`src/hw/rtl/gtm_pkg.sv`:
```
// Shared types and constants of the Goertzel tone magnitude core.
// Used by the sample front end, the block queue, the magnitude engine and the top level.
// No dependencies.
package gtm_pkg;

  localparam int SAMPLE_WIDTH = 16;
  localparam int STATE_WIDTH  = 32;
  localparam int COEFF_WIDTH  = 16;
  localparam int COEFF_FRAC   = 14;
  localparam int MAG_WIDTH    = 32;
  localparam int QUEUE_DEPTH  = 2;
  localparam int CFG_IDX_WIDTH = 2;

  // Width of a rounded coefficient product and of the real and imaginary parts.
  localparam int PART_WIDTH  = STATE_WIDTH + COEFF_WIDTH - COEFF_FRAC + 2;
  localparam int FPROD_WIDTH = STATE_WIDTH + COEFF_WIDTH;
  localparam int MUL_WIDTH   = ((STATE_WIDTH > MAG_WIDTH) ? STATE_WIDTH : MAG_WIDTH) + 1;
  localparam int SQ_WIDTH    = 2 * MAG_WIDTH;

  localparam logic [CFG_IDX_WIDTH-1:0] REG_FEEDBACK = 2'd0;
  localparam logic [CFG_IDX_WIDTH-1:0] REG_COSINE   = 2'd1;
  localparam logic [CFG_IDX_WIDTH-1:0] REG_SINE     = 2'd2;

  localparam logic signed [COEFF_WIDTH-1:0] FEEDBACK_RESET = '0;
  localparam logic signed [COEFF_WIDTH-1:0] COSINE_RESET   = COEFF_WIDTH'(1 << COEFF_FRAC);
  localparam logic signed [COEFF_WIDTH-1:0] SINE_RESET     = '0;

  typedef struct packed {
    logic signed [COEFF_WIDTH-1:0] feedback;
    logic signed [COEFF_WIDTH-1:0] cosine;
    logic signed [COEFF_WIDTH-1:0] sine;
  } coeff_t;

  // Final state of one analysis block, handed from the front end to the engine.
  typedef struct packed {
    logic signed [STATE_WIDTH-1:0] delay_one;
    logic signed [STATE_WIDTH-1:0] delay_two;
  } block_t;

  typedef enum logic [2:0] {
    F_EMPTY = 3'b001,
    F_MUL   = 3'b010,
    F_ADD   = 3'b100
  } front_state_e;

  typedef enum logic [8:0] {
    B_IDLE = 9'b000000001,
    B_PCOS = 9'b000000010,
    B_PSIN = 9'b000000100,
    B_ABS  = 9'b000001000,
    B_SQRE = 9'b000010000,
    B_SQIM = 9'b000100000,
    B_SUM  = 9'b001000000,
    B_ROOT = 9'b010000000,
    B_OUT  = 9'b100000000
  } back_state_e;

endpackage

```
`src/hw/rtl/gtm_queue.sv`:
```
// Short queue of finished block states between the front end and the engine.
// Depends on gtm_pkg.
module gtm_queue (
  input  logic            clk_i,
  input  logic            rst_ni,
  input  logic            push_valid_i,
  output logic            push_ready_o,
  input  gtm_pkg::block_t push_data_i,
  output logic            pop_valid_o,
  input  logic            pop_ready_i,
  output gtm_pkg::block_t pop_data_o
);

  localparam int DEPTH = gtm_pkg::QUEUE_DEPTH;
  localparam int PTR_W = (DEPTH > 1) ? $clog2(DEPTH) : 1;
  localparam int CNT_W = $clog2(DEPTH + 1);

  gtm_pkg::block_t  entry_q [DEPTH];
  logic [PTR_W-1:0] wr_ptr_q, rd_ptr_q;
  logic [CNT_W-1:0] count_q;
  logic             do_push, do_pop;

  assign push_ready_o = (count_q != CNT_W'(DEPTH));
  assign pop_valid_o  = (count_q != '0);
  assign pop_data_o   = entry_q[rd_ptr_q];
  assign do_push      = push_valid_i && push_ready_o;
  assign do_pop       = pop_valid_o && pop_ready_i;

  always_ff @(posedge clk_i or negedge rst_ni) begin
    if (!rst_ni) begin
      wr_ptr_q <= '0;
      rd_ptr_q <= '0;
      count_q  <= '0;
    end else begin
      if (do_push) begin
        wr_ptr_q <= (wr_ptr_q == PTR_W'(DEPTH - 1)) ? '0 : wr_ptr_q + PTR_W'(1);
      end
      if (do_pop) begin
        rd_ptr_q <= (rd_ptr_q == PTR_W'(DEPTH - 1)) ? '0 : rd_ptr_q + PTR_W'(1);
      end
      if (do_push && !do_pop) begin
        count_q <= count_q + CNT_W'(1);
      end else if (do_pop && !do_push) begin
        count_q <= count_q - CNT_W'(1);
      end
    end
  end

  always_ff @(posedge clk_i) begin
    if (do_push) begin
      entry_q[wr_ptr_q] <= push_data_i;
    end
  end

endmodule

```
`config.mk`:
```
export PLATFORM = sky130hd
export DESIGN_NAME = gtm_queue
export DESIGN_NICKNAME = d
export VERILOG_FILES = /design/src/hw/rtl/gtm_pkg.sv /design/src/hw/rtl/gtm_queue.sv
export SDC_FILE = /design/constraint.sdc
export NUM_CORES = 1
export LEC_CHECK = 0
export BUFFER_PORTS_ARGS = -buffer_cell sky130_fd_sc_hd__buf_2
export CORE_UTILIZATION = 45
export CTS_CLUSTER_DIAMETER = 200
export CTS_CLUSTER_SIZE = 40
export DETAILED_ROUTE_END_ITERATION = 16
export PLACE_DENSITY = 0.73
export SYNTH_ARGS = -nofsm -noshare
export SYNTH_HDL_FRONTEND = slang
export SYNTH_SLANG_ARGS = --single-unit
export TNS_END_PERCENT = 30
```
`constraint.sdc`:
```
create_clock -name clk_i -period 3.4 [get_ports clk_i]
set_input_delay 0.51 -clock clk_i [delete_from_list [all_inputs] [get_ports clk_i]]
set_output_delay 0.51 -clock clk_i [all_outputs]
set_load 0.01 [all_outputs]
```
==> flow_summary.json <==
{
  "r2r_start": "count_q[0]",
  "wirelength_met1_um": 3470,
  "clockPowerShare_pct": 27.0,
  "placed_cells": 487,
  "gp_congestion": 0.6805,
  "dp_hpwl_um": 5252,
  "die_y_um": 107.6,
  "seqPwrFrac_pct": 43.9,
  "grt_pass1_vias": 2533,
  "ioPinCount": 134,
  "grtUsageTotal_pct": 15.00,
  "post-cts-setup-buffers": 0,
  "fin_nets": 436,
  "p_leak_nw": 2.548,
  "power_density_mw_per_mm2": 875.6,
  "avgViaCountPerCell": 4.760,
  "stdcell_count": 520,
  "start_util_pct": 46.30,
  "clockBufferDepth": 2,
  "rsz0062_at_grt": "false",
  "finalCriticalPeriod_ns": 2.710,
  "core_mm2": 0.01084,
  "p_int_mw": 4.010,
  "comb_power_share_pct": 29.1,
  "diodes": 0,
  "htreeDepth": 4,
  "ys_seq_area_share_pct": 78.58,
  "cts_buffers": 17,
  "cts_tree": "built",
  "clkLatencyLatePin_ns": 0.50,
  "highest_layer": "met4",
  "cts.root.buffer_cell": "clkbuf_8",
  "timing.final.crit_share_pct": 79.70,
  "fin_tns_setup_ns": 0,
  "finalSetupViolations": 0,
  "portBuffers": 133,
  "slew_viol_final": 0,
  "fp.dieW_um": 107.6,
  "regToRegSetupSlack_ns": 1.47,
  "final_area_mm2": 0.006356,
  "cp_data_arrival_time_ns": 2.20,
  "power.switching_mw": 1.555,
  "ant_nets": 0,
  "vias": 2475,
  "min_path_type": "primary input to register",
  "ff2ff_path_depth": 3,
  "swShare_pct": 27.94,
  "synth.yosys.warnings": 0,
  "areaGrowthSynthToFinish_pct": 26.65,
  "syn_area_per_cell_um2": 23.13,
  "grt_pass1_wl_um": 12430,
  "drive_gt1_share_pct": 60.26,
  "clock-sinks": 132,
  "r2r_end": "entry_q[1][49]",
  "synth_seq_cells": 132,
  "worstHoldStart": "push_data_i[16]",
  "path_class": "register to primary output",
  "wl_per_cell_um": 15.78,
  "dr_wl_met3_um": 576,
  "rows": 38,
  "fmax_mhz": 369.0,
  "synth_cell_types": 15,
  "ir_drop_mv": 0.6568,
  "dieArea_mm2": 0.01158,
  "drt_first_iter_violations": 86,
  "wl_met2_um": 4049,
  "grt_max_degree": 39,
  "finalHoldViolCount": 0,
  "firstDrtPassIters": 4,
  "post_dp_cell_area_mm2": 0.005854,
  "end_kind": "primary output",
  "min_path_cells": 1,
  "worstMarginPinSlew_ns": 0.7819,
  "clk_pin_slew_ns": 0.06,
  "antenna_found_initial": 0,
  "max_slew_margin_pct": 47.88,
  "synth_area_mm2": 0.005019,
  "synthCells": 217,
  "cp_max_fo": 38,
  "finalClockSkew_ns": 0.006882,
  "routed_wl_um": 8203,
  "maxCapViolations": 0,
  "status": "complete, no violations",
  "cp.required_ns": 2.89,
  "min_delay_worst_endpoint": "entry_q[0][16]",
  "critPathLaunchType": "register",
  "synth.net_count": 286,
  "drcViolationCount": 0,
  "grt_overflow": 0
}
==> power groups by stage <==
stage / sequential, mW / combinational, mW / clock [mW]
after floorplan: 2.35 / 1.24 / 0
after global placement: 2.46 / 1.64 / 0
after detailed placement: 2.48 / 1.65 / 0
after CTS: 2.45 / 1.66 / 1.54
after global routing: 2.49 / 1.75 / 1.62
final: 2.44 / 1.62 / 1.50
==> layer usage <==
metal	GRT usage (%)	vias to the layer above
met1	17.90	1221
met4	7.339	0
li1	-	1154
met2	23.72	90
met5	0	-
met3	5.872	10
==> how the worst max path moves through the flow <==
stage / from / end / slack [ns]
3_3_place_gp: rd_ptr_q / pop_data_o[36] / 1.20
2_1_floorplan: count_q[0] / entry_q[0][0] / 0.61
6_report: rd_ptr_q / pop_data_o[36] / 0.69
4_1_cts: rd_ptr_q / pop_data_o[36] / 0.62
3_5_place_dp: rd_ptr_q / pop_data_o[36] / 1.19
5_1_grt: rd_ptr_q / pop_data_o[36] / 0.56
==> through the flow <==
| step | setup WS, ns | hold WS (ns) | util, % | total power [mW] |
|---|---|---|---|---|
| final | 0.6900 | 0.1893 | 58.63 | 5.565 |
| after global routing | 0.5627 | 0.1579 | 58.63 | 5.855 |
| after CTS | 0.6220 | 0.1617 | 58.63 | 5.653 |
| after detailed placement | 1.186 | 0.3268 | 54.01 | 4.134 |
| after global placement | 1.201 | 0.3218 | 54.01 | 4.091 |
| after floorplan | 0.6079 | 0.2144 | - | 3.591 |
==> area by class of cell <==
type                            instances  area (µm²)
Clock buffer                           25       454.2
Sequential cell                       132        3948
Tap cell                              140       175.2
Inverter                                1       3.754
Clock inverter                          7       37.54
Multi-Input combinational cell         77        1007
Fill cell                             850        4484
Timing Repair Buffer                  138       730.7
==> registers in the layout, summed over array words and instances, names as in the netlist <==
signal and cells:
entry_q 128, rd_ptr_q 1, wr_ptr_q 1, count_q 2
==> synthesized netlist by cell type <==
cell	n	area share, %
edfxtp_1	128	77
or2_1	1	0.12
and3_1	1	0.12
nor2_1	2	0.15
inv_1	1	0.075
buf_6	6	1.3
nand2b_1	1	0.12
nand2_1	2	0.15
mux2_4	50	15
xor2_1	2	0.35
dfrtp_1	4	2.0
xnor2_1	3	0.52
ha_1	1	0.25
mux2_2	14	3.1
buf_2	1	0.10
==> worst max-delay path, cell delays in order, from the launching register on <==
cell,delay (ns)
dfrtp_4,0.85
buf_12,0.31
mux2_2,0.37
buf_2,0.14
==> logic make-up (layout without fill, tap and decap cells) <==
group / after synthesis / after routing / synth area share (%)
xor gates and xnor gates: 5 / 5 / 0.8728
buffers and inverters: 8 / 171 / 1.521
DFF: 132 / 132 / 78.58
and+or+nand+nor: 7 / 7 / 0.6735
muxes: 64 / 64 / 18.10
adders and majority gates: 1 / 1 / 0.2493
==> timing repair <==
action | CTS | global route
hold buffers | 1 | 0
hold endpoints to repair | 4 | 0
resized for setup | 0 | 0
endpoints found under the setup margin | 0 | 0
==> cells in the final DEF (no fill, tap or decap), drive strengths merged, types with 2 or more instances in the layout <==
master / synthesis / routed
nand2: 2 / 2
xnor2: 3 / 3
clkbuf: 0 / 25
buf: 7 / 137
clkinv: 0 / 6
dfrtp: 4 / 4
edfxtp: 128 / 128
mux2: 64 / 64
nor2: 2 / 2
xor2: 2 / 2
Note: power is estimated with default switching activity, not from simulation.
