==> config.mk <==
export PLATFORM = sky130hd
export DESIGN_NAME = gtm_front
export DESIGN_NICKNAME = d
export VERILOG_FILES = /design/src/hw/rtl/gtm_pkg.sv /design/src/hw/rtl/gtm_front.sv
export SDC_FILE = /design/constraint.sdc
export NUM_CORES = 2
export LEC_CHECK = 0
export BUFFER_PORTS_ARGS = -buffer_cell sky130_fd_sc_hd__buf_2
export CAP_MARGIN = 20
export CORE_AREA = 2 2 183 257
export CTS_BUF_LIST = sky130_fd_sc_hd__clkbuf_8
export DETAILED_ROUTE_END_ITERATION = 12
export DIE_AREA = 0 0 185 259
export HOLD_SLACK_MARGIN = 0.06
export PLACE_DENSITY = 0.68
export SETUP_SLACK_MARGIN = 0.05
export SLEW_MARGIN = 20
export SYNTH_ARGS = -nofsm -noshare
export SYNTH_HDL_FRONTEND = slang
export SYNTH_SLANG_ARGS = --single-unit
==> constraint.sdc <==
create_clock -name clk_i -period 10.5 [get_ports clk_i]
set_input_delay 1.575 -clock clk_i [delete_from_list [all_inputs] [get_ports clk_i]]
set_output_delay 1.575 -clock clk_i [all_outputs]
set_load 0.005 [all_outputs]
==> src/hw/rtl/gtm_pkg.sv <==
// Shared types and constants of the Goertzel tone magnitude core.
// Used by the sample front end, the block queue, the magnitude engine and the top level.
// No dependencies.
package gtm_pkg;

  localparam int SAMPLE_WIDTH = 16;
  localparam int STATE_WIDTH  = 32;
  localparam int COEFF_WIDTH  = 16;
  localparam int COEFF_FRAC   = 14;
  localparam int MAG_WIDTH    = 32;
  localparam int QUEUE_DEPTH  = 2;
  localparam int CFG_IDX_WIDTH = 2;

  // Width of a rounded coefficient product and of the real and imaginary parts.
  localparam int PART_WIDTH  = STATE_WIDTH + COEFF_WIDTH - COEFF_FRAC + 2;
  localparam int FPROD_WIDTH = STATE_WIDTH + COEFF_WIDTH;
  localparam int MUL_WIDTH   = ((STATE_WIDTH > MAG_WIDTH) ? STATE_WIDTH : MAG_WIDTH) + 1;
  localparam int SQ_WIDTH    = 2 * MAG_WIDTH;

  localparam logic [CFG_IDX_WIDTH-1:0] REG_FEEDBACK = 2'd0;
  localparam logic [CFG_IDX_WIDTH-1:0] REG_COSINE   = 2'd1;
  localparam logic [CFG_IDX_WIDTH-1:0] REG_SINE     = 2'd2;

  localparam logic signed [COEFF_WIDTH-1:0] FEEDBACK_RESET = '0;
  localparam logic signed [COEFF_WIDTH-1:0] COSINE_RESET   = COEFF_WIDTH'(1 << COEFF_FRAC);
  localparam logic signed [COEFF_WIDTH-1:0] SINE_RESET     = '0;

  typedef struct packed {
    logic signed [COEFF_WIDTH-1:0] feedback;
    logic signed [COEFF_WIDTH-1:0] cosine;
    logic signed [COEFF_WIDTH-1:0] sine;
  } coeff_t;

  // Final state of one analysis block, handed from the front end to the engine.
  typedef struct packed {
    logic signed [STATE_WIDTH-1:0] delay_one;
    logic signed [STATE_WIDTH-1:0] delay_two;
  } block_t;

  typedef enum logic [2:0] {
    F_EMPTY = 3'b001,
    F_MUL   = 3'b010,
    F_ADD   = 3'b100
  } front_state_e;

  typedef enum logic [8:0] {
    B_IDLE = 9'b000000001,
    B_PCOS = 9'b000000010,
    B_PSIN = 9'b000000100,
    B_ABS  = 9'b000001000,
    B_SQRE = 9'b000010000,
    B_SQIM = 9'b000100000,
    B_SUM  = 9'b001000000,
    B_ROOT = 9'b010000000,
    B_OUT  = 9'b100000000
  } back_state_e;

endpackage

==> src/hw/rtl/gtm_front.sv <==
// Sample front end: accepts samples and runs the Goertzel recurrence.
// Pushes the final state of each block into the block queue. Depends on gtm_pkg.
module gtm_front (
  input  logic                                   clk_i,
  input  logic                                   rst_ni,
  input  gtm_pkg::coeff_t                        coeff_i,
  input  logic                                   in_valid_i,
  output logic                                   in_ready_o,
  input  logic signed [gtm_pkg::SAMPLE_WIDTH-1:0] sample_i,
  input  logic                                   block_end_i,
  output logic                                   push_valid_o,
  input  logic                                   push_ready_i,
  output gtm_pkg::block_t                        push_data_o
);

  localparam int SW = gtm_pkg::STATE_WIDTH;
  localparam int PW = gtm_pkg::PART_WIDTH;
  localparam logic signed [gtm_pkg::FPROD_WIDTH-1:0] ROUND_V =
    gtm_pkg::FPROD_WIDTH'(1 << (gtm_pkg::COEFF_FRAC - 1));
  localparam logic signed [PW-1:0] SAT_HI = PW'({1'b0, {(SW-1){1'b1}}});
  localparam logic signed [PW-1:0] SAT_LO = -SAT_HI - PW'(1);

  gtm_pkg::front_state_e state_q, state_d;
  logic signed [gtm_pkg::SAMPLE_WIDTH-1:0] sample_q;
  logic                                    last_q;
  logic signed [SW-1:0]                    d1_q, d1_d, d2_q, d2_d;
  logic signed [gtm_pkg::FPROD_WIDTH-1:0]  prod_q;
  logic signed [gtm_pkg::FPROD_WIDTH-1:0]  prod_rnd;
  logic signed [PW-1:0]                    sum;
  logic signed [SW-1:0]                    s0;
  logic                                    commit;
  logic                                    accept;

  assign prod_rnd = (prod_q + ROUND_V) >>> gtm_pkg::COEFF_FRAC;
  assign sum = PW'(sample_q) + $signed(prod_rnd[PW-1:0]) - PW'(d2_q);

  always_comb begin
    if (sum > SAT_HI) begin
      s0 = SAT_HI[SW-1:0];
    end else if (sum < SAT_LO) begin
      s0 = SAT_LO[SW-1:0];
    end else begin
      s0 = sum[SW-1:0];
    end
  end

  assign commit       = (state_q == gtm_pkg::F_ADD) && (!last_q || push_ready_i);
  assign in_ready_o   = (state_q == gtm_pkg::F_EMPTY) || commit;
  assign accept       = in_valid_i && in_ready_o;
  assign push_valid_o = (state_q == gtm_pkg::F_ADD) && last_q;
  assign push_data_o  = '{delay_one: s0, delay_two: d1_q};

  always_comb begin
    state_d = state_q;
    d1_d    = d1_q;
    d2_d    = d2_q;
    case (state_q)
      gtm_pkg::F_EMPTY: begin
        if (accept) begin
          state_d = gtm_pkg::F_MUL;
        end
      end
      gtm_pkg::F_MUL: begin
        state_d = gtm_pkg::F_ADD;
      end
      gtm_pkg::F_ADD: begin
        if (commit) begin
          if (last_q) begin
            d1_d = '0;
            d2_d = '0;
          end else begin
            d1_d = s0;
            d2_d = d1_q;
          end
          state_d = accept ? gtm_pkg::F_MUL : gtm_pkg::F_EMPTY;
        end
      end
      default: begin
        state_d = gtm_pkg::F_EMPTY;
      end
    endcase
  end

  always_ff @(posedge clk_i or negedge rst_ni) begin
    if (!rst_ni) begin
      state_q <= gtm_pkg::F_EMPTY;
      d1_q    <= '0;
      d2_q    <= '0;
    end else begin
      state_q <= state_d;
      d1_q    <= d1_d;
      d2_q    <= d2_d;
    end
  end

  always_ff @(posedge clk_i) begin
    if (accept) begin
      sample_q <= sample_i;
      last_q   <= block_end_i;
    end
    prod_q <= coeff_i.feedback * d1_q;
  end

endmodule

==> results by group <==
Status
  – Run status: finished clean

Synth
  – Mapped Area: around 0.025 mm2
  – #FFs+latches synth: between 100 and 150
  – Ranking of synthesized cells by area: fa_1, inv_1, ha_1
  – Number of synthesis warnings: 0
  – Post-synthesis cell count: around 2800
  – Post-synthesis async set-or-reset flop share: 0.5630
  – Synth top area share: 0.4176
  – Post-synth EDFFs: 17
  – Syn Area/Cell: 8.985 um2
  – Sequential element share of the synthesized area: 0.1161
  – Synth Net Count: between 3000 and 4000
  – Yosys top cell by area: fa_1
  – Number of distinct library cells after synthesis: 67
  – Top_reg_cell synth: dfrtp_1

Critical path
  – Worst setup startpoint: coeff_i[33]
  – Critical Path AT: between 8 and 9 ns
  – Critical-path cell list: buf_2 > nand2_1 > fa_1 > fa_1 > fa_1 > inv_1 > fa_1 > fa_1 > inv_1 > fa_1 > inv_1 > ha_1 > nand2_1 > nor4_1 > nand2_1 > a211oi_1 > o21ai_0 > a31oi_1 > nor2_1 > o221a_2 > o21ai_0 > xor2_1
  – Worst R2R Path Depth: 22
  – Worst r2r src: d1_q[16]
  – Top Family by Delay on Critical Path: adder cells
  – Cell mode on critical path: fa_1
  – CP max-delay cell: buf_2
  – Setup slack, reg-to-reg: between 2 and 3 ns
  – Worst R2R End: prod_q[42]
  – Critical Path RT: between 10 and 15 ns
  – Crit. End Element: flip-flop
  – Crit Path Max Fanout: 32
  – Setup crit start kind: primary input
  – Largest stage delay, worst path: 0.68 ns
  – Worst path bufs/invs: 4
  – Crit path kind: in -> reg

STA
  – Slew Viols, Final: 0
  – Final hold slack: 0.5106 ns
  – Relative slew slack: 0.2792
  – Final Hold Fails: 0
  – Min Tclk post-route: 8.529 ns
  – Final setup vio count: 0
  – RSZ-0062 raised after global routing: false
  – Final period utilization: 0.8122
  – Max Clk Rate: about 120 MHz
  – Clk_skew: 0.02008 ns
  – Worst slew pin tran: between 1 and 1.5 ns
  – Final setup TNS: 0 ns

Min path
  – Min-delay worst type: reg -> reg
  – Hold path startpoint: state_q[0]
  – Hold path depth: 1
  – Hold Path Sink: state_q[2]

Clock tree
  – Resized Gates After CTS: 0
  – Root Buffer: clkbuf_8
  – Htree depth: 4
  – Sink Count: around 120
  – CTS hold repair buffers: 0
  – Worst-skew pair later-pin latency: about 0.47 ns
  – Clock buffer depth: 2
  – Post-CTS Setup Repair Bufs: 0
  – Register clock-pin slew on the reported worst setup and hold paths: around 0.07 ns
  – Num CTS Buffers: 17
  – TritonCTS clock tree: built

Route
  – DR pass1 iterations: 5
  – Post-Route WL: 66710 um
  – Vias: 19006
  – Via/cell ratio: ~5.6
  – Initial DRC count: approximately 1200
  – Wirelength per Cell: approximately 20 um
  – # DRC: 0
  – Post-route ant nets: 0

Placed design
  – Placed Cells: roughly 3400
  – Placer Congestion: just over 0.9
  – Port bufs: a little over 100
  – Placed wire-length estimate: just under 50000 um

Job
  – Max_cap viols: 0

Floorplanning
  – Die ar.: about 0.048 mm2
  – Core ar.: 0.04561 mm2
  – Die height: approximately 260 um
  – Die Wd: approximately 190 um
  – # IOs: 135
  – Row count: 93
  – Initial Utilization: 0.5454

Global routing
  – Total gr overflow: 0
  – First-pass GRT wire length: roughly 110000 um
  – Vias in the first global route: approximately 21000
  – Largest net degree at the start of global routing: between 60 and 70
  – Initial antenna violation count: 1
  – GRT Total Usage: 0.2964

Cells and area
  – Layout net count: 3517
  – Layout area overhead: 5.577%
  – # diodes: 0
  – Finished Layout Cells: between 3000 and 4000
  – Layout cells sized above 1: 0.06442
-- per-stage QoR --
stage,util,cell area [um2],worst slack [ns]
6_report,0.5758,26270,1.971
5_1_grt,0.5758,26270,1.416
4_1_cts,0.5758,26270,2.113
3_5_place_dp,0.5668,25850,1.643
3_3_place_gp,0.5667,25850,1.748
2_1_floorplan,-,24880,2.905
-- flip-flops by register name, indices dropped and copies added (netlist names) --
register,count
d1_q,32
d2_q,32
last_q,1
prod_q,35
sample_q,16
state_q,3
-- cells in the final DEF, fill, tap and decap left out, types with 7 or more instances in the layout --
cell type,n
inv_1,645
fa_1,519
nand2_1,395
and2_1,206
ha_1,148
buf_2,102
nor2_1,79
o21ai_0,67
dfrtp_1,66
a21oi_1,64
xnor2_1,55
xor2_1,51
a22o_1,36
dfxtp_1,35
buf_4,29
a221o_1,28
a21o_1,27
nand3_1,26
clkbuf_8,19
and3_1,18
nand4_1,17
edfxtp_1,17
nand2b_1,12
nor3_1,10
nor2b_1,9
o21a_1,9
a211oi_1,7
o211ai_1,7
-- how the worst max path moves through the flow --
stage                            to  depth (start not counted)  slack, ns
floorplan                prod_q[47]                         22       2.90
global placement         prod_q[47]                         22       1.75
detailed placement       prod_q[47]                         22       1.64
CTS                      prod_q[47]                         22       2.11
global route        push_data_o[33]                         22       1.42
finish                   prod_q[42]                         22       1.97
-- routing by layer --
| metal | track usage | up-vias | share of wire |
|---|---|---|---|
| li1 | - | 8343 | - |
| met1 | 0.3308 | 9707 | 0.35 |
| met2 | 0.5406 | 698 | 0.53 |
| met3 | 0.03100 | 258 | 0.047 |
| met4 | 0.1790 | 0 | 0.067 |
| met5 | 0 | - | 0 |
-- cells by family (layout without fill, tap and decap cells) --
logic type / count (synthesis) / in the layout / share of synthesized area
simple gates: 796 / 796 / 0.1518
buf+inv: 783 / 808 / 0.1189
fa+ha+maj: 667 / 667 / 0.4921
compound gates: 294 / 294 / 0.08213
flops: 119 / 119 / 0.1161
xor+xnor: 106 / 106 / 0.03732
mux: 4 / 4 / 0.001660
-- area by class of cell --
type | instances | area [um2]
Fill cell | 4152 | 19350
Multi-Input combinational cell | 1867 | 19040
Sequential cell | 119 | 2889
Inverter | 645 | 2421
Tap cell | 617 | 772.0
Timing Repair Buffer | 131 | 728.2
Clock buffer | 19 | 261.5
Clock inverter | 13 | 152.6
-- cell usage after synthesis, types with 19 or more instances --
| cell | count |
|---|---|
| and3_1 | 19 |
| a22o_1 | 36 |
| xnor2_1 | 55 |
| a21oi_1 | 64 |
| dfxtp_1 | 35 |
| a221o_1 | 28 |
| fa_1 | 519 |
| a21o_1 | 27 |
| nand2_1 | 395 |
| dfrtp_1 | 66 |
| inv_1 | 644 |
| xor2_1 | 51 |
| o21ai_0 | 67 |
| nor2_1 | 79 |
| clkbuf_1 | 135 |
| and2_1 | 206 |
| ha_1 | 148 |
| nand3_1 | 26 |
Power is not shown: default switching activity piles up to over one toggle a cycle in this logic, so the estimate is an artifact.
